File: src/sv/vai_pkg.sv
// ----------------------------------------------------------------------------
// vai_pkg
// Item types, register map and flag positions of the interface adapter.
// ----------------------------------------------------------------------------
package vai_pkg;

   typedef struct packed {
      logic [2:0] mode;
      logic [3:0] reg_addr;
      logic [7:0] write_data;
      logic [1:0] line_select;
      logic       port_select;
      logic [7:0] port_mask;
      logic       tick_cycles;
   } req_type;

   typedef struct packed {
      logic [7:0] read_data;
      logic       irq;
      logic [7:0] port_a_out;
      logic [7:0] port_b_out;
      logic       ca2_level;
      logic       cb1_level;
      logic       cb2_level;
   } rsp_type;

   // item kinds
   localparam logic [2:0] MODE_WRITE = 3'd0;
   localparam logic [2:0] MODE_READ  = 3'd1;
   localparam logic [2:0] MODE_TICK  = 3'd2;
   localparam logic [2:0] MODE_LINE  = 3'd3;
   localparam logic [2:0] MODE_PORT  = 3'd4;

   // register map
   localparam logic [3:0] REG_ORB   = 4'd0;
   localparam logic [3:0] REG_ORA   = 4'd1;
   localparam logic [3:0] REG_DDRB  = 4'd2;
   localparam logic [3:0] REG_DDRA  = 4'd3;
   localparam logic [3:0] REG_T1CL  = 4'd4;
   localparam logic [3:0] REG_T1CH  = 4'd5;
   localparam logic [3:0] REG_T1LL  = 4'd6;
   localparam logic [3:0] REG_T1LH  = 4'd7;
   localparam logic [3:0] REG_T2CL  = 4'd8;
   localparam logic [3:0] REG_T2CH  = 4'd9;
   localparam logic [3:0] REG_SR    = 4'd10;
   localparam logic [3:0] REG_ACR   = 4'd11;
   localparam logic [3:0] REG_PCR   = 4'd12;
   localparam logic [3:0] REG_IFR   = 4'd13;
   localparam logic [3:0] REG_IER   = 4'd14;
   localparam logic [3:0] REG_ORANH = 4'd15;

   // control lines
   localparam logic [1:0] LINE_CA1 = 2'd0;
   localparam logic [1:0] LINE_CA2 = 2'd1;
   localparam logic [1:0] LINE_CB1 = 2'd2;
   localparam logic [1:0] LINE_CB2 = 2'd3;

   // flag bits
   localparam int unsigned FL_CA2 = 0;
   localparam int unsigned FL_CA1 = 1;
   localparam int unsigned FL_SR  = 2;
   localparam int unsigned FL_CB2 = 3;
   localparam int unsigned FL_CB1 = 4;
   localparam int unsigned FL_T2  = 5;
   localparam int unsigned FL_T1  = 6;

   // run bits
   localparam int unsigned RF_T1RUN = 0;
   localparam int unsigned RF_T2RUN = 1;
   localparam int unsigned RF_T1RLD = 2;
   localparam int unsigned RF_CA2P  = 3;
   localparam int unsigned RF_CB2P  = 4;

   // shift modes (ACR bits 4:2)
   localparam logic [2:0] SM_FREE  = 3'b100;
   localparam logic [2:0] SM_T2OUT = 3'b101;
   localparam logic [2:0] SM_PHI2  = 3'b110;

   // handshake modes (PCR CA2 bits 3:1, CB2 bits 7:5)
   localparam logic [2:0] HS_IN_NEG  = 3'b000;
   localparam logic [2:0] HS_IN_POS  = 3'b010;
   localparam logic [2:0] HS_OUT_HS  = 3'b100;
   localparam logic [2:0] HS_OUT_PLS = 3'b101;
   localparam logic [2:0] HS_OUT_LOW = 3'b110;
   localparam logic [2:0] HS_OUT_HI  = 3'b111;

   localparam logic [3:0] SR_FULL = 4'd8;

endpackage

File: src/sv/vai_core.sv
// ----------------------------------------------------------------------------
// vai_core
// Register file, timers, shift register and handshake logic of the adapter.
// Applies one item per enabled cycle and shows the result it produces.
// ----------------------------------------------------------------------------
module vai_core (
   input  logic             clock,
   input  logic             reset,
   input  logic             step,
   input  vai_pkg::req_type req,
   output vai_pkg::rsp_type rsp
);
   import vai_pkg::*;

   logic [7:0]  out_a_ff, out_a_in, out_b_ff, out_b_in;
   logic [7:0]  dir_a_ff, dir_a_in, dir_b_ff, dir_b_in;
   logic [7:0]  in_a_ff, in_a_in, in_b_ff, in_b_in;
   logic [7:0]  lat_a_ff, lat_a_in, lat_b_ff, lat_b_in;
   logic [15:0] t1_latch_ff, t1_latch_in, t1_count_ff, t1_count_in;
   logic [15:0] t2_latch_ff, t2_latch_in, t2_count_ff, t2_count_in;
   logic [7:0]  sr_data_ff, sr_data_in, acr_ff, acr_in, pcr_ff, pcr_in;
   logic [6:0]  ifr_ff, ifr_in, ier_ff, ier_in;
   logic [3:0]  lines_ff, lines_in;
   logic [4:0]  run_ff, run_in;
   logic [3:0]  sr_count_ff, sr_count_in;
   logic [8:0]  sr_timer_ff, sr_timer_in;
   logic [7:0]  rd;

   // Compute the next state for the item at the input
   always_comb begin
      logic        lv, old, stop, falling;
      logic [2:0]  hs;
      logic [8:0]  reload;
      logic signed [10:0] t;
      out_a_in = out_a_ff;   out_b_in = out_b_ff;
      dir_a_in = dir_a_ff;   dir_b_in = dir_b_ff;
      in_a_in = in_a_ff;     in_b_in = in_b_ff;
      lat_a_in = lat_a_ff;   lat_b_in = lat_b_ff;
      t1_latch_in = t1_latch_ff; t1_count_in = t1_count_ff;
      t2_latch_in = t2_latch_ff; t2_count_in = t2_count_ff;
      sr_data_in = sr_data_ff; acr_in = acr_ff; pcr_in = pcr_ff;
      ifr_in = ifr_ff; ier_in = ier_ff; lines_in = lines_ff; run_in = run_ff;
      sr_count_in = sr_count_ff; sr_timer_in = sr_timer_ff;
      rd = 8'h00;
      lv = req.write_data[0];
      old = 1'b0; stop = 1'b0; falling = 1'b0;
      hs = 3'b000;
      reload = {1'b0, t2_latch_ff[7:0]} + 9'd1;
      t = '0;

      unique case (req.mode)
         MODE_WRITE, MODE_READ: begin
            if (req.mode == MODE_READ) begin
               case (req.reg_addr)
                  REG_ORB:  rd = (out_b_ff & dir_b_ff) | (lat_b_ff & ~dir_b_ff);
                  REG_ORA, REG_ORANH:
                     rd = (out_a_ff & dir_a_ff) | (lat_a_ff & ~dir_a_ff);
                  REG_DDRB: rd = dir_b_ff;
                  REG_DDRA: rd = dir_a_ff;
                  REG_T1CL: rd = t1_count_ff[7:0];
                  REG_T1CH: rd = t1_count_ff[15:8];
                  REG_T1LL: rd = t1_latch_ff[7:0];
                  REG_T1LH: rd = t1_latch_ff[15:8];
                  REG_T2CL: rd = t2_count_ff[7:0];
                  REG_T2CH: rd = t2_count_ff[15:8];
                  REG_SR:   rd = sr_data_ff;
                  REG_ACR:  rd = acr_ff;
                  REG_PCR:  rd = pcr_ff;
                  REG_IFR:  rd = {|(ifr_ff & ier_ff), ifr_ff};
                  default:  rd = {1'b1, ier_ff};
               endcase
            end
            // register side effects
            case (req.reg_addr)
               REG_ORB, REG_ORA: begin
                  if (req.reg_addr == REG_ORB) begin
                     if (req.mode == MODE_WRITE) out_b_in = req.write_data;
                     lat_b_in = in_b_ff;
                     ifr_in[FL_CB1] = 1'b0;
                     hs = pcr_ff[7:5];
                     case (hs)
                        HS_IN_NEG, HS_IN_POS: ifr_in[FL_CB2] = 1'b0;
                        HS_OUT_PLS: begin
                           run_in[RF_CB2P] = 1'b1;
                           lines_in[LINE_CB2] = 1'b0;
                        end
                        HS_OUT_HS: lines_in[LINE_CB2] = 1'b0;
                        default: ;
                     endcase
                  end else begin
                     if (req.mode == MODE_WRITE) out_a_in = req.write_data;
                     lat_a_in = in_a_ff;
                     ifr_in[FL_CA1] = 1'b0;
                     hs = pcr_ff[3:1];
                     case (hs)
                        HS_IN_NEG, HS_IN_POS: ifr_in[FL_CA2] = 1'b0;
                        HS_OUT_PLS: begin
                           run_in[RF_CA2P] = 1'b1;
                           lines_in[LINE_CA2] = 1'b0;
                        end
                        HS_OUT_HS: lines_in[LINE_CA2] = 1'b0;
                        default: ;
                     endcase
                  end
               end
               REG_DDRB: if (req.mode == MODE_WRITE) dir_b_in = req.write_data;
               REG_DDRA: if (req.mode == MODE_WRITE) dir_a_in = req.write_data;
               REG_T1CL, REG_T1LL: begin
                  if (req.mode == MODE_WRITE) t1_latch_in[7:0] = req.write_data;
                  else if (req.reg_addr == REG_T1CL) ifr_in[FL_T1] = 1'b0;
               end
               REG_T1CH: if (req.mode == MODE_WRITE) begin
                  t1_latch_in[15:8] = req.write_data;
                  t1_count_in = t1_latch_in;
                  ifr_in[FL_T1] = 1'b0;
                  run_in[RF_T1RUN] = 1'b1;
                  if (acr_ff[7:6] == 2'b10) out_b_in[7] = 1'b0;
               end
               REG_T1LH: if (req.mode == MODE_WRITE) begin
                  t1_latch_in[15:8] = req.write_data;
                  ifr_in[FL_T1] = 1'b0;
               end
               REG_T2CL: begin
                  if (req.mode == MODE_WRITE) t2_latch_in[7:0] = req.write_data;
                  else ifr_in[FL_T2] = 1'b0;
               end
               REG_T2CH: if (req.mode == MODE_WRITE) begin
                  t2_latch_in[15:8] = req.write_data;
                  t2_count_in = t2_latch_in;
                  ifr_in[FL_T2] = 1'b0;
                  run_in[RF_T2RUN] = 1'b1;
               end
               REG_SR: begin
                  if (req.mode == MODE_WRITE) sr_data_in = req.write_data;
                  sr_count_in = '0;
                  sr_timer_in = '0;
                  ifr_in[FL_SR] = 1'b0;
               end
               REG_ACR: if (req.mode == MODE_WRITE) begin
                  acr_in = req.write_data;
                  if (!req.write_data[6]) run_in[RF_T1RLD] = 1'b0;
               end
               REG_PCR: if (req.mode == MODE_WRITE) begin
                  pcr_in = req.write_data;
                  if (req.write_data[3:1] == HS_OUT_LOW) begin
                     lines_in[LINE_CA2] = 1'b0;
                     run_in[RF_CA2P] = 1'b0;
                  end else if (req.write_data[3:1] == HS_OUT_HI) begin
                     lines_in[LINE_CA2] = 1'b1;
                  end
                  if (req.write_data[7:5] == HS_OUT_LOW) begin
                     lines_in[LINE_CB2] = 1'b0;
                     run_in[RF_CB2P] = 1'b0;
                  end else if (req.write_data[7:5] == HS_OUT_HI) begin
                     lines_in[LINE_CB2] = 1'b1;
                  end
               end
               REG_IFR: if (req.mode == MODE_WRITE) begin
                  if (req.write_data[FL_CA1]) lat_a_in = in_a_ff;
                  if (req.write_data[FL_CB1]) lat_b_in = in_b_ff;
                  ifr_in = ifr_ff & ~req.write_data[6:0];
               end
               REG_IER: if (req.mode == MODE_WRITE) begin
                  if (req.write_data[7]) ier_in = ier_ff | req.write_data[6:0];
                  else ier_in = ier_ff & ~req.write_data[6:0];
               end
               default: if (req.mode == MODE_WRITE) out_a_in = req.write_data;
            endcase
         end
         MODE_TICK: if (req.tick_cycles) begin
            // end pending output pulses
            if (run_ff[RF_CA2P]) begin
               lines_in[LINE_CA2] = 1'b1;
               run_in[RF_CA2P] = 1'b0;
            end
            if (run_ff[RF_CB2P]) begin
               lines_in[LINE_CB2] = 1'b1;
               run_in[RF_CB2P] = 1'b0;
            end
            // timer 1
            if (!acr_ff[6]) begin
               if (run_ff[RF_T1RUN] && t1_count_ff == 16'h0000) begin
                  ifr_in[FL_T1] = 1'b1;
                  if (acr_ff[7]) out_b_in[7] = 1'b1;
                  run_in[RF_T1RUN] = 1'b0;
               end
               t1_count_in = t1_count_ff - 16'd1;
            end else if (run_ff[RF_T1RLD]) begin
               t1_count_in = t1_latch_ff;
               run_in[RF_T1RLD] = 1'b0;
            end else if (t1_count_ff == 16'h0000) begin
               t1_count_in = 16'hffff;
               ifr_in[FL_T1] = 1'b1;
               if (acr_ff[7]) out_b_in[7] = ~out_b_ff[7];
               run_in[RF_T1RLD] = 1'b1;
            end else begin
               t1_count_in = t1_count_ff - 16'd1;
            end
            // timer 2 in one-shot mode
            if (!acr_ff[5]) begin
               if (run_ff[RF_T2RUN] && t2_count_ff == 16'h0000) begin
                  ifr_in[FL_T2] = 1'b1;
                  run_in[RF_T2RUN] = 1'b0;
               end
               t2_count_in = t2_count_ff - 16'd1;
            end
            // shift register
            if (acr_ff[4:2] == SM_FREE || acr_ff[4:2] == SM_T2OUT) begin
               if (!(acr_ff[4:2] == SM_T2OUT && sr_count_ff == SR_FULL)) begin
                  t = $signed({2'b00, sr_timer_ff}) - 11'sd1;
                  // toggle the shift clock each time the shift timer runs out
                  for (int i = 0; i < 2; i++) begin
                     if (!stop && t <= 11'sd0) begin
                        t = t + $signed({2'b00, reload});
                        lines_in[LINE_CB1] = ~lines_in[LINE_CB1];
                        falling = ~lines_in[LINE_CB1];
                        if (falling) begin
                           lines_in[LINE_CB2] = sr_data_in[7];
                           sr_data_in = {sr_data_in[6:0], sr_data_in[7]};
                           if (acr_ff[4:2] == SM_FREE) begin
                              sr_count_in = {1'b0, sr_count_in[2:0] + 3'd1};
                           end else begin
                              sr_count_in = sr_count_in + 4'd1;
                              if (sr_count_in == SR_FULL) begin
                                 ifr_in[FL_SR] = 1'b1;
                                 t = '0;
                                 stop = 1'b1;
                              end
                           end
                        end
                     end
                  end
                  sr_timer_in = t[8:0];
               end
            end else if (acr_ff[4:2] == SM_PHI2) begin
               if (sr_count_ff != SR_FULL) begin
                  lines_in[LINE_CB1] = ~lines_ff[LINE_CB1];
                  if (lines_ff[LINE_CB1]) begin
                     lines_in[LINE_CB2] = sr_data_ff[7];
                     sr_data_in = {sr_data_ff[6:0], sr_data_ff[7]};
                     sr_count_in = sr_count_ff + 4'd1;
                     if (sr_count_in == SR_FULL) ifr_in[FL_SR] = 1'b1;
                  end
               end
            end else begin
               ifr_in[FL_SR] = 1'b0;
               sr_count_in = '0;
            end
         end
         MODE_LINE: begin
            case (req.line_select)
               LINE_CA1, LINE_CB1: begin
                  old = lines_ff[req.line_select];
                  if (req.line_select == LINE_CA1) begin
                     if ((!old && lv && pcr_ff[0]) || (old && !lv && !pcr_ff[0]))
                        ifr_in[FL_CA1] = 1'b1;
                  end else begin
                     if ((!old && lv && pcr_ff[4]) || (old && !lv && !pcr_ff[4]))
                        ifr_in[FL_CB1] = 1'b1;
                  end
                  lines_in[req.line_select] = lv;
               end
               default: begin
                  old = lines_ff[req.line_select];
                  hs = (req.line_select == LINE_CA2) ? pcr_ff[3:1] : pcr_ff[7:5];
                  if (!hs[2]) begin
                     if ((!hs[1] && old && !lv) || (hs[1] && !old && lv)) begin
                        if (req.line_select == LINE_CA2) ifr_in[FL_CA2] = 1'b1;
                        else ifr_in[FL_CB2] = 1'b1;
                     end
                     lines_in[req.line_select] = lv;
                  end
               end
            endcase
         end
         MODE_PORT: begin
            if (!req.port_select) begin
               in_a_in = (in_a_ff & ~req.port_mask) | (req.write_data & req.port_mask);
               if (!acr_ff[0] || !ifr_ff[FL_CA1]) lat_a_in = in_a_in;
            end else begin
               in_b_in = (in_b_ff & ~req.port_mask) | (req.write_data & req.port_mask);
               if (!acr_ff[1] || !ifr_ff[FL_CB1]) lat_b_in = in_b_in;
               // count falling edges on PB6
               if (acr_ff[5] && in_b_ff[6] && !in_b_in[6]) begin
                  t2_count_in = t2_count_ff - 16'd1;
                  if (run_ff[RF_T2RUN] && t2_count_in == 16'h0000) begin
                     ifr_in[FL_T2] = 1'b1;
                     run_in[RF_T2RUN] = 1'b0;
                  end
               end
            end
         end
         default: ;
      endcase
   end

   // Result fields from the updated state
   assign rsp.read_data  = rd;
   assign rsp.irq        = |(ifr_in & ier_in);
   assign rsp.port_a_out = out_a_in & dir_a_in;
   assign rsp.port_b_out = out_b_in & dir_b_in;
   assign rsp.ca2_level  = lines_in[LINE_CA2];
   assign rsp.cb1_level  = lines_in[LINE_CB1];
   assign rsp.cb2_level  = lines_in[LINE_CB2];

   // Commit the state when the item advances
   always_ff @(posedge clock) begin
      if (reset) begin
         out_a_ff <= '0; out_b_ff <= '0; dir_a_ff <= '0; dir_b_ff <= '0;
         in_a_ff <= '0; in_b_ff <= '0; lat_a_ff <= '0; lat_b_ff <= '0;
         t1_latch_ff <= '0; t1_count_ff <= '0; t2_latch_ff <= '0; t2_count_ff <= '0;
         sr_data_ff <= '0; acr_ff <= '0; pcr_ff <= '0;
         ifr_ff <= '0; ier_ff <= '0; lines_ff <= '0; run_ff <= '0;
         sr_count_ff <= '0; sr_timer_ff <= '0;
      end else if (step) begin
         out_a_ff <= out_a_in; out_b_ff <= out_b_in;
         dir_a_ff <= dir_a_in; dir_b_ff <= dir_b_in;
         in_a_ff <= in_a_in; in_b_ff <= in_b_in;
         lat_a_ff <= lat_a_in; lat_b_ff <= lat_b_in;
         t1_latch_ff <= t1_latch_in; t1_count_ff <= t1_count_in;
         t2_latch_ff <= t2_latch_in; t2_count_ff <= t2_count_in;
         sr_data_ff <= sr_data_in; acr_ff <= acr_in; pcr_ff <= pcr_in;
         ifr_ff <= ifr_in; ier_ff <= ier_in; lines_ff <= lines_in; run_ff <= run_in;
         sr_count_ff <= sr_count_in; sr_timer_ff <= sr_timer_in;
      end
   end

endmodule

File: src/sv/versatile_interface_adapter.sv
// ----------------------------------------------------------------------------
// versatile_interface_adapter
// 6522-style interface adapter with a valid/ready item channel.
// ----------------------------------------------------------------------------
// Takes one item per clock unless the result side stalls, and returns one
// result per item. The item is held in an input register, the core applies it
// to the register file, and the result lands in an output register when that
// register is free or its result is being taken.
// Both stages advance together, so a stalled result only holds the input side
// once both registers are full.
module versatile_interface_adapter (
   input  logic             clock,
   input  logic             reset,
   input  logic             req_valid,
   output logic             req_ready,
   input  vai_pkg::req_type req_data,
   output logic             rsp_valid,
   input  logic             rsp_ready,
   output vai_pkg::rsp_type rsp_data
);
   import vai_pkg::*;

   logic    in_valid_ff;
   req_type in_data_ff;
   logic    out_valid_ff;
   rsp_type out_data_ff;
   rsp_type core_rsp;
   logic    advance;

   // Move the held item into the result register when it is free or its result is being taken
   assign advance   = in_valid_ff && (!out_valid_ff || rsp_ready);
   assign req_ready = !in_valid_ff || advance;

   vai_core u_core (
      .clock (clock),
      .reset (reset),
      .step  (advance),
      .req   (in_data_ff),
      .rsp   (core_rsp)
   );

   // Input stage
   always_ff @(posedge clock) begin
      if (reset) begin
         in_valid_ff <= 1'b0;
      end else if (req_ready) begin
         in_valid_ff <= req_valid;
      end
   end

   always_ff @(posedge clock) begin
      if (req_ready && req_valid) begin
         in_data_ff <= req_data;
      end
   end

   // Result stage
   always_ff @(posedge clock) begin
      if (reset) begin
         out_valid_ff <= 1'b0;
      end else if (advance) begin
         out_valid_ff <= 1'b1;
      end else if (rsp_ready) begin
         out_valid_ff <= 1'b0;
      end
   end

   always_ff @(posedge clock) begin
      if (advance) begin
         out_data_ff <= core_rsp;
      end
   end

   assign rsp_valid = out_valid_ff;
   assign rsp_data  = out_data_ff;

endmodule

File: config.mk
export PLATFORM = sky130hd
export DESIGN_NAME = versatile_interface_adapter
export DESIGN_NICKNAME = d
export VERILOG_FILES = /design/src/sv/vai_pkg.sv /design/src/sv/vai_core.sv /design/src/sv/versatile_interface_adapter.sv
export SDC_FILE = /design/constraint.sdc
export NUM_CORES = 1
export LEC_CHECK = 0
export ABC_AREA = 1
export BUFFER_PORTS_ARGS = -buffer_cell sky130_fd_sc_hd__clkbuf_2
export CORE_ASPECT_RATIO = 0.75
export CORE_MARGIN = 5
export CORE_UTILIZATION = 60
export CTS_CLUSTER_SIZE = 16
export DETAILED_ROUTE_END_ITERATION = 8
export HOLD_SLACK_MARGIN = 0.12
export PLACE_DENSITY = 0.76
export SLEW_MARGIN = 20
export SYNTH_ARGS = -nofsm -noshare
export SYNTH_HDL_FRONTEND = slang
export SYNTH_SLANG_ARGS = --single-unit
File: constraint.sdc
create_clock -name clock -period 9.9 [get_ports clock]
set_clock_uncertainty 0.2 [all_clocks]
set_input_delay 1.485 -clock clock [delete_from_list [all_inputs] [get_ports clock]]
set_output_delay 1.485 -clock clock [all_outputs]
set_load 0.005 [all_outputs]
### After elaboration in Yosys (flattened, before gate mapping)

Index checks and enable logic that the tools add are counted.
W data, S select, Z words.

* input bits: 31
* logic and storage cells: 486
* output and inout bits: 30
* flip-flop bits (word level): 237

* magnitude comparators: 4
* muxes and demuxes: 239
* reduce and logical (&&, ||, !) cells: 87
* equality and inequality tests: 77
* bitwise operators: 26
* add/sub/neg operators: 10

Operator list (number)
* $mux W8: 32
* $mux W16: 12
* $pmux W8 S14: 1
* $mux W1: 101
* $pmux W8 S2: 6
* $mux W11: 8
* $mux W4: 19
* $and A8 B8 Y8: 9
* $mux W9: 8
* $mux W7: 7
* $logic_not A16 Y1: 3
* $pmux W16 S3: 1
* $reduce_and A8 Y1: 6
* $eq A4 B4 Y1 const B: 11
* $eq A3 B3 Y1 const B: 12
* $or A8 B8 Y8: 4
* $pmux W16 S2: 1
* $sub A16 B1 Y16 const B: 2
* $and A7 B7 Y7: 4
* $mux W2: 14
* $ne A2 B2 Y1 const B: 12
* $ne A3 B3 Y1 const B: 8
* $not A8 Y8: 3
* $le A11 B1 Y1 const B: 2
* other kinds (53): 157

### Longest topological paths before layout

Gate-level depths: netlist of run 1.

* word-level depth: 20
* depth in mapped cells: 31
* mapped depth without buffers: 31

### Cells and area by module

Synthesis of run 1 repeated with hierarchy kept, for this count alone.

* cell total of the unflattened synthesis: 2101
* area total of the unflattened synthesis: 14511.4 sq um

Modules (own cells, without submodules)
* vai_core: instances 1, area an instance 12768.5 sq um, cells an instance 2034, sequential area each 3603.5 sq um
* versatile_interface_adapter: instances 1, area an instance 1742.9 sq um, cells an instance 67, sequential area each 1691.6 sq um

### Least setup slack after synthesis of run 1

Ideal clock, no wire load.

* kind: reg2reg
* start: register u_core.sr_timer_ff[0]
* end: register u_core.sr_timer_ff[8]
* clock period less this slack: 3.914 ns
* arrival: 3.643 ns
* stages on the path, launching flop included: 24
* slack: 5.986 ns
* setup time: 0.070 ns
* buffers on the path: 0
* data required time: 9.630 ns
* cell sequence: dfxtp_1 -> inv_1 -> ha_1 -> xnor2_1 -> inv_1 -> ha_1 -> nand3_1 -> nand3_1 -> xor2_1 -> a41oi_1 -> o21ai_1 -> inv_1 -> ha_1 -> nand2_1 -> o21ai_0 -> a21oi_1 -> o21ai_0 -> a21o_1 -> a21oi_1 -> xor2_1 -> xor2_1 -> o21ai_0 -> o211ai_1 -> a21oi_1

* word-level cells in the longest chain between the ends: 19
* elaborated cells on any way between the ends: 40
* those cells by class: add/sub: 4; order compare: 2; eq/ne: 1; mux: 31; reduce/logical: 2

RTL lines
* start, declared: RTL line vai_core.sv:26 `logic [8:0] sr_timer_ff, sr_timer_in;`
* start signal, assigned: RTL line vai_core.sv:324 `sr_count_ff <= sr_count_in; sr_timer_ff <= sr_timer_in;`
* $sub A9 B1 Y10 (*): RTL line vai_core.sv:210 `t = $signed({2'b00, sr_timer_ff}) - 11'sd1;`
* $add A11 B10 Y11: RTL line vai_core.sv:214 `t = t + $signed({2'b00, reload});`
* $mux W11: RTL line vai_core.sv:224 `if (sr_count_in == SR_FULL) begin`
* $mux W11: RTL line vai_core.sv:220 `if (acr_ff[4:2] == SM_FREE) begin`
* $mux W11: RTL line vai_core.sv:217 `if (falling) begin`
* $mux W11: RTL line vai_core.sv:213 `if (!stop && t <= 11'sd0) begin`
* $mux W11: RTL line vai_core.sv:209 `if (!(acr_ff[4:2] == SM_T2OUT && sr_count_ff == SR_FULL)) begin`
* $mux W11: RTL line vai_core.sv:208 `if (acr_ff[4:2] == SM_FREE || acr_ff[4:2] == SM_T2OUT) begin`
* [3 not listed]
* $mux W9: RTL line vai_core.sv:224
* $mux W9: RTL line vai_core.sv:220
* $mux W9: RTL line vai_core.sv:217
* $mux W9 (*): RTL line vai_core.sv:213
* $mux W9 (*): RTL line vai_core.sv:209
* $mux W9 (*): RTL line vai_core.sv:208
* $mux W9 (*): RTL line vai_core.sv:170 `MODE_TICK: if (req.tick_cycles) begin`
* $pmux W9 S2 (*): RTL line vai_core.sv:51 `unique case (req.mode)`

Every way passes the cells marked *; elsewhere a longest branch is shown, timed or not. The select of a mux whose other input is x is not followed.
A chain may end at the register's enable or synchronous reset.

### Final worst setup path of run 1

* start: input rsp_ready
* end: register u_core.t2_count_ff[6]

* word-level cells in the longest chain between the ends: 3

RTL lines
* start, declared: RTL line versatile_interface_adapter.sv:18 `input logic rsp_ready,`
* $logic_or A1 B1 Y1: RTL line versatile_interface_adapter.sv:31 `assign advance = in_valid_ff && (!out_valid_ff || rsp_ready);`
* $logic_and A1 B1 Y1: RTL line versatile_interface_adapter.sv:31
* $reduce_and A8 Y1 (no line)
* end signal, assigned: RTL line vai_core.sv:321 `t2_latch_ff <= t2_latch_in; t2_count_ff <= t2_count_in;`
* end, declared: RTL line vai_core.sv:20 `logic [15:0] t2_latch_ff, t2_latch_in, t2_count_ff, t2_count_in;`

Every way passes these cells.

==> run summary, run 1 <==
outcome: finished, final reports clean
EDFF count, synth: 55
initial core utilization: 0.6035
busiest grt layer: met1
CP Class: in2reg
core area: 23790 um^2
met2 GRT Util: 0.4935
RSZ-0062 raised after global routing: no
top cell type by total area after synthesis: dfxtp_1
Hold Crit Class: reg2reg
max frequency: 204.0 MHz
final wirelength: 50430 um
Post-Syn Area per Cell: 6.996 um^2
max cap viols: 0
post-synth top area share: 0.2538
Post-Syn Instances: 2052
first-pass GRT wire length: 77780 um
Setup crit start kind: input pin
GRT met1 Usage: 0.5415
synth top area cells: dfxtp_1 (25%), edfxtp_1 (12%), o21ai_0 (8.8%)
later-pin clock latency in the skew report: 530 ps
Slowest-stage cell, CP: nor2_1
GRT Resource Usage Total: 0.3637
vias in the first global route: 13490
Reg2Reg Setup Slack: 5220 ps
Vias: 14970
DRC violations left: 0
FILL cells: 2141
sequential-to-total area share from yosys stat: 0.3689
GP Congestion: 0.9849
Post-CTS Resized: 0
Post-Place Cell Area: 14830 um^2
Register Area: 5295 um^2
Final period util: 0.4952
Slew Viols, Final: 0
I/O Buffers: 60
Data required, critical path: 10090 ps
# Post-CTS Setup Buffers: 0
Die ar.: 27150 um^2
H-tree depth: 1
R2R depth: 23
Final Hold Fails: 0
crit-path cells: clkbuf_2, inv_1, nand2_1, nand2_1, buf_4, inv_2, buf_4, nand2_1, a221oi_1, and2_1, inv_1, nor2_1, inv_1, nor2_1, a211oi_1
layout cell share with drive strength beyond 1: 0.08361
CP max FO: 82
synthesis warning total: 0
Hold Path Cell Cnt: 2
hold path start: u_core.run_ff[0]$_SDFFE_PP0P_
reg2reg end: u_core.sr_timer_ff[8]$_SDFFE_PP0P_
post-route cell area: 15660 um^2
DP HPWL: 37080 um
hold endpoint: u_core.run_ff[0]$_SDFFE_PP0P_
CTS tree: built
Period minus WS final: 4903 ps
# setup viols final: 0
Iter 0 DRT Violations: 2257
total global routing overflow: 0
worst-case clock buffer depth: 3
#FFs+latches synth: 237
ANT nets after route: 0
peak supply drop: 0.1335 mV
clock tree root driver cell: clkbuf_16
Num CTS Buffers: 25
Via-to-Cell Ratio: 6.239
Nets: 2134
I/O pin count: 61
Max transition margin: 0.2351
placed cell count: 2353
static leakage: 6.489 nW
top_reg_cell synth: dfxtp_1
Mapped Area: 14360 um^2
Worst path max stage delay: 780 ps
final std cells w/o fill: 2400
Worst Tran Pin Value: 1143 ps
clock tree sinks: 237
worst reg2reg path startpoint: u_core.sr_timer_ff[0]$_SDFFE_PP0P_
Worst setup EP type: flop
FFs w/ async S/R, synth: 0
# rows: 49
Power Density: 149.9 nW/um^2
Util after Layout: 0.6584
Routed WL per cell: 21.01 um
Chip Height: 144.0 um
area occupied by multi-input gates: 7535 um^2
largest net degree at the start of global routing: 83
met3 usage: 0.1328
Cell variety after synth: 59
initial antenna violation count: 0
Mapped Nets: 2112
Reg clk slew, reported paths: 70 ps
WP data arrival: 5100 ps
hold buffers post-CTS: 0
Die Wd: 188.6 um
Layout area overhead: 9.100%
setup TNS: 0 ps
DRT Pass-1 Iters: 6
[registers in the layout (all words and copies together), names as in the netlist, 9 cells and up]
register	flops
rsp_data	28
u_core.t1_count_ff	16
in_data_ff	27
u_core.t1_latch_ff	16
u_core.sr_timer_ff	9
u_core.t2_count_ff	16
[cell usage in the layout (no fill, tap or decap), types with 8 or more instances in the layout]
cell / n
xor2_1: 32
clkbuf_2: 60
nor2_1: 191
nand2_1: 333
o211ai_1: 27
mux2_2: 10
nand3_1: 54
or2_2: 14
a31oi_1: 39
a211oi_1: 10
nand4_1: 10
o21ai_0: 251
dfxtp_1: 182
edfxtp_1: 55
o22ai_1: 41
ha_1: 27
a41oi_1: 9
inv_2: 9
o221ai_1: 15
o21ai_1: 8
a221oi_1: 27
o31ai_1: 8
nor3_1: 22
buf_4: 17
a21oi_1: 214
inv_1: 302
nor4_1: 13
clkbuf_16: 25
[critical path: cells and delay by family]
| kind | cells | cell delay, ps |
|---|---|---|
| compound gates | 2 | 320 |
| buf+inv | 7 | 1630 |
| simple gates | 6 | 1600 |
[how the worst max path moves through the flow]
stage / start / end / slack (ps) / cells after the start
2_1_floorplan: u_core.sr_timer_ff[0]$_SDFFE_PP0P_ / u_core.sr_timer_ff[8]$_SDFFE_PP0P_ / 5990 / 23
3_3_place_gp: rsp_ready / u_core.t2_count_ff[3]$_SDFFE_PP0P_ / 4630 / 15
3_5_place_dp: rsp_ready / u_core.t2_count_ff[6]$_SDFFE_PP0P_ / 4520 / 15
4_1_cts: rsp_ready / u_core.t2_count_ff[6]$_SDFFE_PP0P_ / 5070 / 15
5_1_grt: rsp_ready / u_core.t2_count_ff[4]$_SDFFE_PP0P_ / 4670 / 15
6_report: rsp_ready / u_core.t2_count_ff[6]$_SDFFE_PP0P_ / 5000 / 15
[per-layer routing]
layer / vias up / share of wire / wire length, um
met5: - / 0 / 0
li1: 7060 / - / -
met1: 6816 / 0.43 / 21900
met4: 0 / 0.029 / 1472
met2: 981 / 0.39 / 19430
met3: 117 / 0.15 / 7626
[synth_stat cells, drive strengths merged, types with 3 or more instances]
cell type / instances
nand2: 339
inv: 311
o21ai: 259
a21oi: 215
nor2: 202
dfxtp: 182
clkbuf: 69
nand3: 57
edfxtp: 55
o22ai: 41
a31oi: 39
xor2: 33
o211ai: 28
a221oi: 27
ha: 27
nor3: 22
o221ai: 15
nor4: 14
or2: 14
buf: 13
a211oi: 10
mux2: 10
nand4: 10
a41oi: 9
o31ai: 8
a22oi: 6
clkinv: 5
xnor2: 5
o2111ai: 4
a2111oi: 3
[cell type report]
cell class	count	area share
Antenna cell	1	0.0001598
Clock buffer	28	0.04066
Clock inverter	18	0.01230
Inverter	316	0.07590
Multi-Input combinational cell	1417	0.4811
Sequential cell	237	0.3381
Tap cell	306	0.02445
Timing Repair Buffer	77	0.02732
[cell families after synthesis]
group | after synthesis | synth area share
buf+inv | 398 | 0.1067
compound gates | 675 | 0.2697
fa+ha+maj | 29 | 0.02632
simple gates | 663 | 0.1955
flops | 237 | 0.3689
mux | 12 | 0.009239
xor+xnor | 38 | 0.02371
[per-stage QoR]
step,hold slack (ps),power (mW),setup WS [ps]
floorplan,243.9,1.281,5986
global placement,261.0,1.376,4628
detailed placement,269.6,1.381,4523
CTS,279.7,2.335,5075
global route,303.3,2.430,4671
finish,280.3,2.348,4997
[report_power, final]
group          switching [mW]  internal, mW
registers              0.0449          1.03
logic                   0.215        0.0882
clock network           0.421         0.550
Note: power is estimated with default switching activity, not from simulation.
==> run 2: changes to the inputs <==
--- a/config.mk
+++ b/config.mk
@@ -9,7 +9,7 @@
 export BUFFER_PORTS_ARGS = -buffer_cell sky130_fd_sc_hd__clkbuf_2
 export CORE_ASPECT_RATIO = 0.75
 export CORE_MARGIN = 5
-export CORE_UTILIZATION = 60
+export CORE_UTILIZATION = 57
 export CTS_CLUSTER_SIZE = 16
 export DETAILED_ROUTE_END_ITERATION = 8
 export HOLD_SLACK_MARGIN = 0.12
==> constraint.sdc (replaced) <==
create_clock -name clock -period 4.47 [get_ports clock]
set_clock_uncertainty 0.2 [all_clocks]
set_input_delay 0.6705 -clock clock [delete_from_list [all_inputs] [get_ports clock]]
set_output_delay 0.6705 -clock clock [all_outputs]
set_load 0.005 [all_outputs]
==> run 2 against run 1 <==
Compared with the run above:
- combinational power grew 140%
- sequential cell count did not move
- power grew 120%
- worst setup slack worse by 4700 ps
- global-route usage down 0.30 points
- utilization fell by 0.94 points
- first-iteration DRC count down 13%
- non-clock buffer count up 52
- via count increased by 2.9%
==> run summary, run 2 (synthesized netlist as in run 1, its figures left out) <==
Num CTS Buffers: 25 (unchanged)
largest net degree at the start of global routing: 82 (was 83)
met2 routed WL: 20310 um (was 19430 um)
WP data arrival: 4440 ps (was 5100 ps)
layout cell share with drive strength beyond 1: 0.09371 (was 0.08361)
clock tree sinks: 237 (unchanged)
area occupied by multi-input gates: 7547 um^2 (was 7535 um^2)
Sw Ratio: 0.2948 (was 0.2902)
top layer in use: met4 (unchanged)
# Post-CTS Setup Buffers: 0 (unchanged)
later-pin clock latency in the skew report: 550 ps (was 530 ps)
Hold Path Cell Cnt: 1 (was 2)
core area: 24900 um^2 (was 23790 um^2)
Via-to-Cell Ratio: 6.197 (was 6.239)
# rows: 50 (was 49)
I/O Buffers: 60 (unchanged)
setup TNS: 0 ps (unchanged)
RSZ-0062 raised after global routing: no (unchanged)
Iter 0 DRT Violations: 1960 (was 2257)
Power Density: 321.0 nW/um^2 (was 149.9 nW/um^2)
final std cells w/o fill: 2486 (was 2400)
Seq pwr share: 0.456 (was 0.457)
final wirelength: 53760 um (was 50430 um)
Layout area overhead: 12.56% (was 9.100%)
reg2reg end: u_core.t2_count_ff[3]$_SDFFE_PP0P_ (was u_core.sr_timer_ff[8]$_SDFFE_PP0P_)
first-pass GRT wire length: 81460 um (was 77780 um)
CP max FO: 13 (was 82)
ANT nets after route: 0 (unchanged)
Reg2Reg Setup Slack: 250 ps (was 5220 ps)
crit-path cells: nor2_1, inv_1, nor2_1, inv_1, a2111oi_0, and2_1, inv_1, nor2_1, buf_4, inv_1, nor2_1, a211oi_1 (was clkbuf_2, inv_1, nand2_1, nand2_1, buf_4, inv_2, buf_4, nand2_1, a221oi_1, and2_1, inv_1, nor2_1, inv_1, nor2_1, a211oi_1)
FILL cells: 2296 (was 2141)
Period minus WS final: 4222 ps
worst-case clock buffer depth: 3 (unchanged)
static leakage: 6.713 nW (was 6.489 nW)
family with the most delay on the worst path: simple AND/OR/NAND/NOR gates (was buffers and inverters)
Die ar.: 28490 um^2 (was 27150 um^2)
DP HPWL: 38650 um (was 37080 um)
Worst setup EP type: flop (unchanged)
CTS tree: built (unchanged)
DRT Pass-1 Iters: 6 (unchanged)
P_int: 3.658 mW (was 1.666 mW)
outcome: finished, final reports clean (unchanged)
Vias: 15410 (was 14970)
Reg clk slew, reported paths: 60 ps (was 70 ps)
max frequency: 236.9 MHz
hold endpoint: in_data_ff[23]$_DFFE_PP_ (was u_core.run_ff[0]$_SDFFE_PP0P_)
max reg flops: 28 (unchanged)
Buffers & Inverters on Critical Path: 5 (was 7)
placed cell count: 2411 (was 2353)
Routed WL per cell: 21.63 um (was 21.01 um)
sw power: 1.529 mW (was 681.2 uW)
R2R depth: 12 (was 23)
initial antenna violation count: 1 (was 0)
Die Wd: 193.2 um (was 188.6 um)
clock tree root driver cell: clkbuf_16 (unchanged)
GP Congestion: 1.028 (was 0.9849)
Final Hold Fails: 0 (unchanged)
Data required, critical path: 4690 ps (was 10090 ps)
vias in the first global route: 13800 (was 13490)
Comb power frac: 0.140 (was 0.129)
leading cell types in the layout, fill and taps excluded: nand2_1 (333), inv_1 (302), o21ai_0 (249) (was nand2_1 (333), inv_1 (302), o21ai_0 (251))
CP Class: reg2reg (was in2reg)
critical path depth: 12 (was 15)
Chip Height: 147.4 um (was 144.0 um)
Worst path max stage delay: 530 ps (was 780 ps)
Register Area: 5295 um^2 (unchanged)
initial core utilization: 0.5765 (was 0.6035)
I/O pin count: 61 (unchanged)
Hold Crit Class: in2reg (was reg2reg)
Clock Power Share: 0.404 (was 0.414)
worst reg2reg path startpoint: in_data_ff[22]$_DFFE_PP_ (was u_core.sr_timer_ff[0]$_SDFFE_PP0P_)
most common cell after layout, fill and taps aside: nand2_1 (unchanged)
# setup viols final: 0 (unchanged)
Nets: 2186 (was 2134)
DRC violations left: 0 (unchanged)
peak supply drop: 0.3674 mV (was 0.1335 mV)
Worst Tran Pin Value: 1007 ps (was 1143 ps)
Setup crit start kind: flop (was input pin)
total global routing overflow: 0 (unchanged)
max cap viols: 0 (unchanged)
H-tree depth: 1 (unchanged)
Slowest-stage cell, CP: nor2_1 (unchanged)
hold path start: req_data[23] (was u_core.run_ff[0]$_SDFFE_PP0P_)
routed length on met1: 23620 um (was 21900 um)
Max transition margin: 0.3289 (was 0.2351)
GRT Resource Usage Total: 0.3607 (was 0.3637)
Slew Viols, Final: 0 (unchanged)
Final period util: 0.9445
met3 wire length: 8566 um (was 7626 um)
==> run 2: worst register-to-register path, cell delays in order (launching register included) <==
cell and delay [ps]:
edfxtp_1 430, nor2_1 340, inv_1 160, nor2_1 530
inv_1 320, a2111oi_0 390, and2_1 480, inv_1 380
nor2_1 370, buf_4 240, inv_1 90, nor2_1 120
a211oi_1 60
==> run 2: final cells by class <==
class                           instances  share of cell area
Clock buffer                           34             0.04329
Antenna cell                            3           0.0004646
Clock inverter                         12            0.006272
Sequential cell                       237              0.3277
Timing Repair Buffer                  129             0.05544
Multi-Input combinational cell       1417              0.4671
Tap cell                              338             0.02617
Inverter                              316             0.07356
==> run 2: metal layers <==
metal / up-vias / global-route usage
li1: 7151 / -
met1: 7089 / 0.5447
met2: 1063 / 0.4737
met3: 102 / 0.1536
met4: 0 / 0.07926
met5: - / 0
==> run 2: power by group through the flow <==
| stage | logic [mW] | clock network, mW | registers [mW] |
|---|---|---|---|
| after floorplan | 0.466 | 0 | 2.37 |
| after global placement | 0.663 | 0 | 2.40 |
| after detailed placement | 0.673 | 0 | 2.40 |
| after global routing | 0.789 | 2.19 | 2.37 |
| final | 0.728 | 2.09 | 2.37 |
| after CTS | 0.695 | 2.09 | 2.36 |
==> run 2: through the flow <==
stage | setup slack (ps) | util | hold WS (ps) | power [mW] | area, um^2
final | 248.3 | 0.6489 | 141.8 | 5.187 | 16160
after floorplan | 556.1 | - | 243.9 | 2.837 | 14360
after detailed placement | 275.4 | 0.6055 | 270.2 | 3.077 | 15080
after global placement | 277.0 | 0.6055 | 261.5 | 3.065 | 15080
after CTS | 236.4 | 0.6481 | 123.0 | 5.140 | 16140
after global routing | 4.074 | 0.6487 | 135.6 | 5.353 | 16150
==> run 2: how the worst max path moves through the flow <==
stage / startpoint / to
6_report: in_data_ff[22]$_DFFE_PP_ / u_core.t2_count_ff[3]$_SDFFE_PP0P_
4_1_cts: u_core.sr_timer_ff[1]$_SDFFE_PP0P_ / u_core.sr_timer_ff[8]$_SDFFE_PP0P_
3_5_place_dp: u_core.sr_timer_ff[1]$_SDFFE_PP0P_ / u_core.sr_timer_ff[8]$_SDFFE_PP0P_
5_1_grt: u_core.sr_timer_ff[0]$_SDFFE_PP0P_ / u_core.sr_timer_ff[8]$_SDFFE_PP0P_
3_3_place_gp: u_core.sr_timer_ff[0]$_SDFFE_PP0P_ / u_core.sr_timer_ff[8]$_SDFFE_PP0P_
2_1_floorplan: u_core.sr_timer_ff[0]$_SDFFE_PP0P_ / u_core.sr_timer_ff[8]$_SDFFE_PP0P_
==> run 2: what timing repair did <==
action / CTS / global route
endpoints found under the setup margin: 0 / 4
resized for setup: 0 / 4
hold endpoints to repair: 26 / 0
hold buffers: 26 / 0
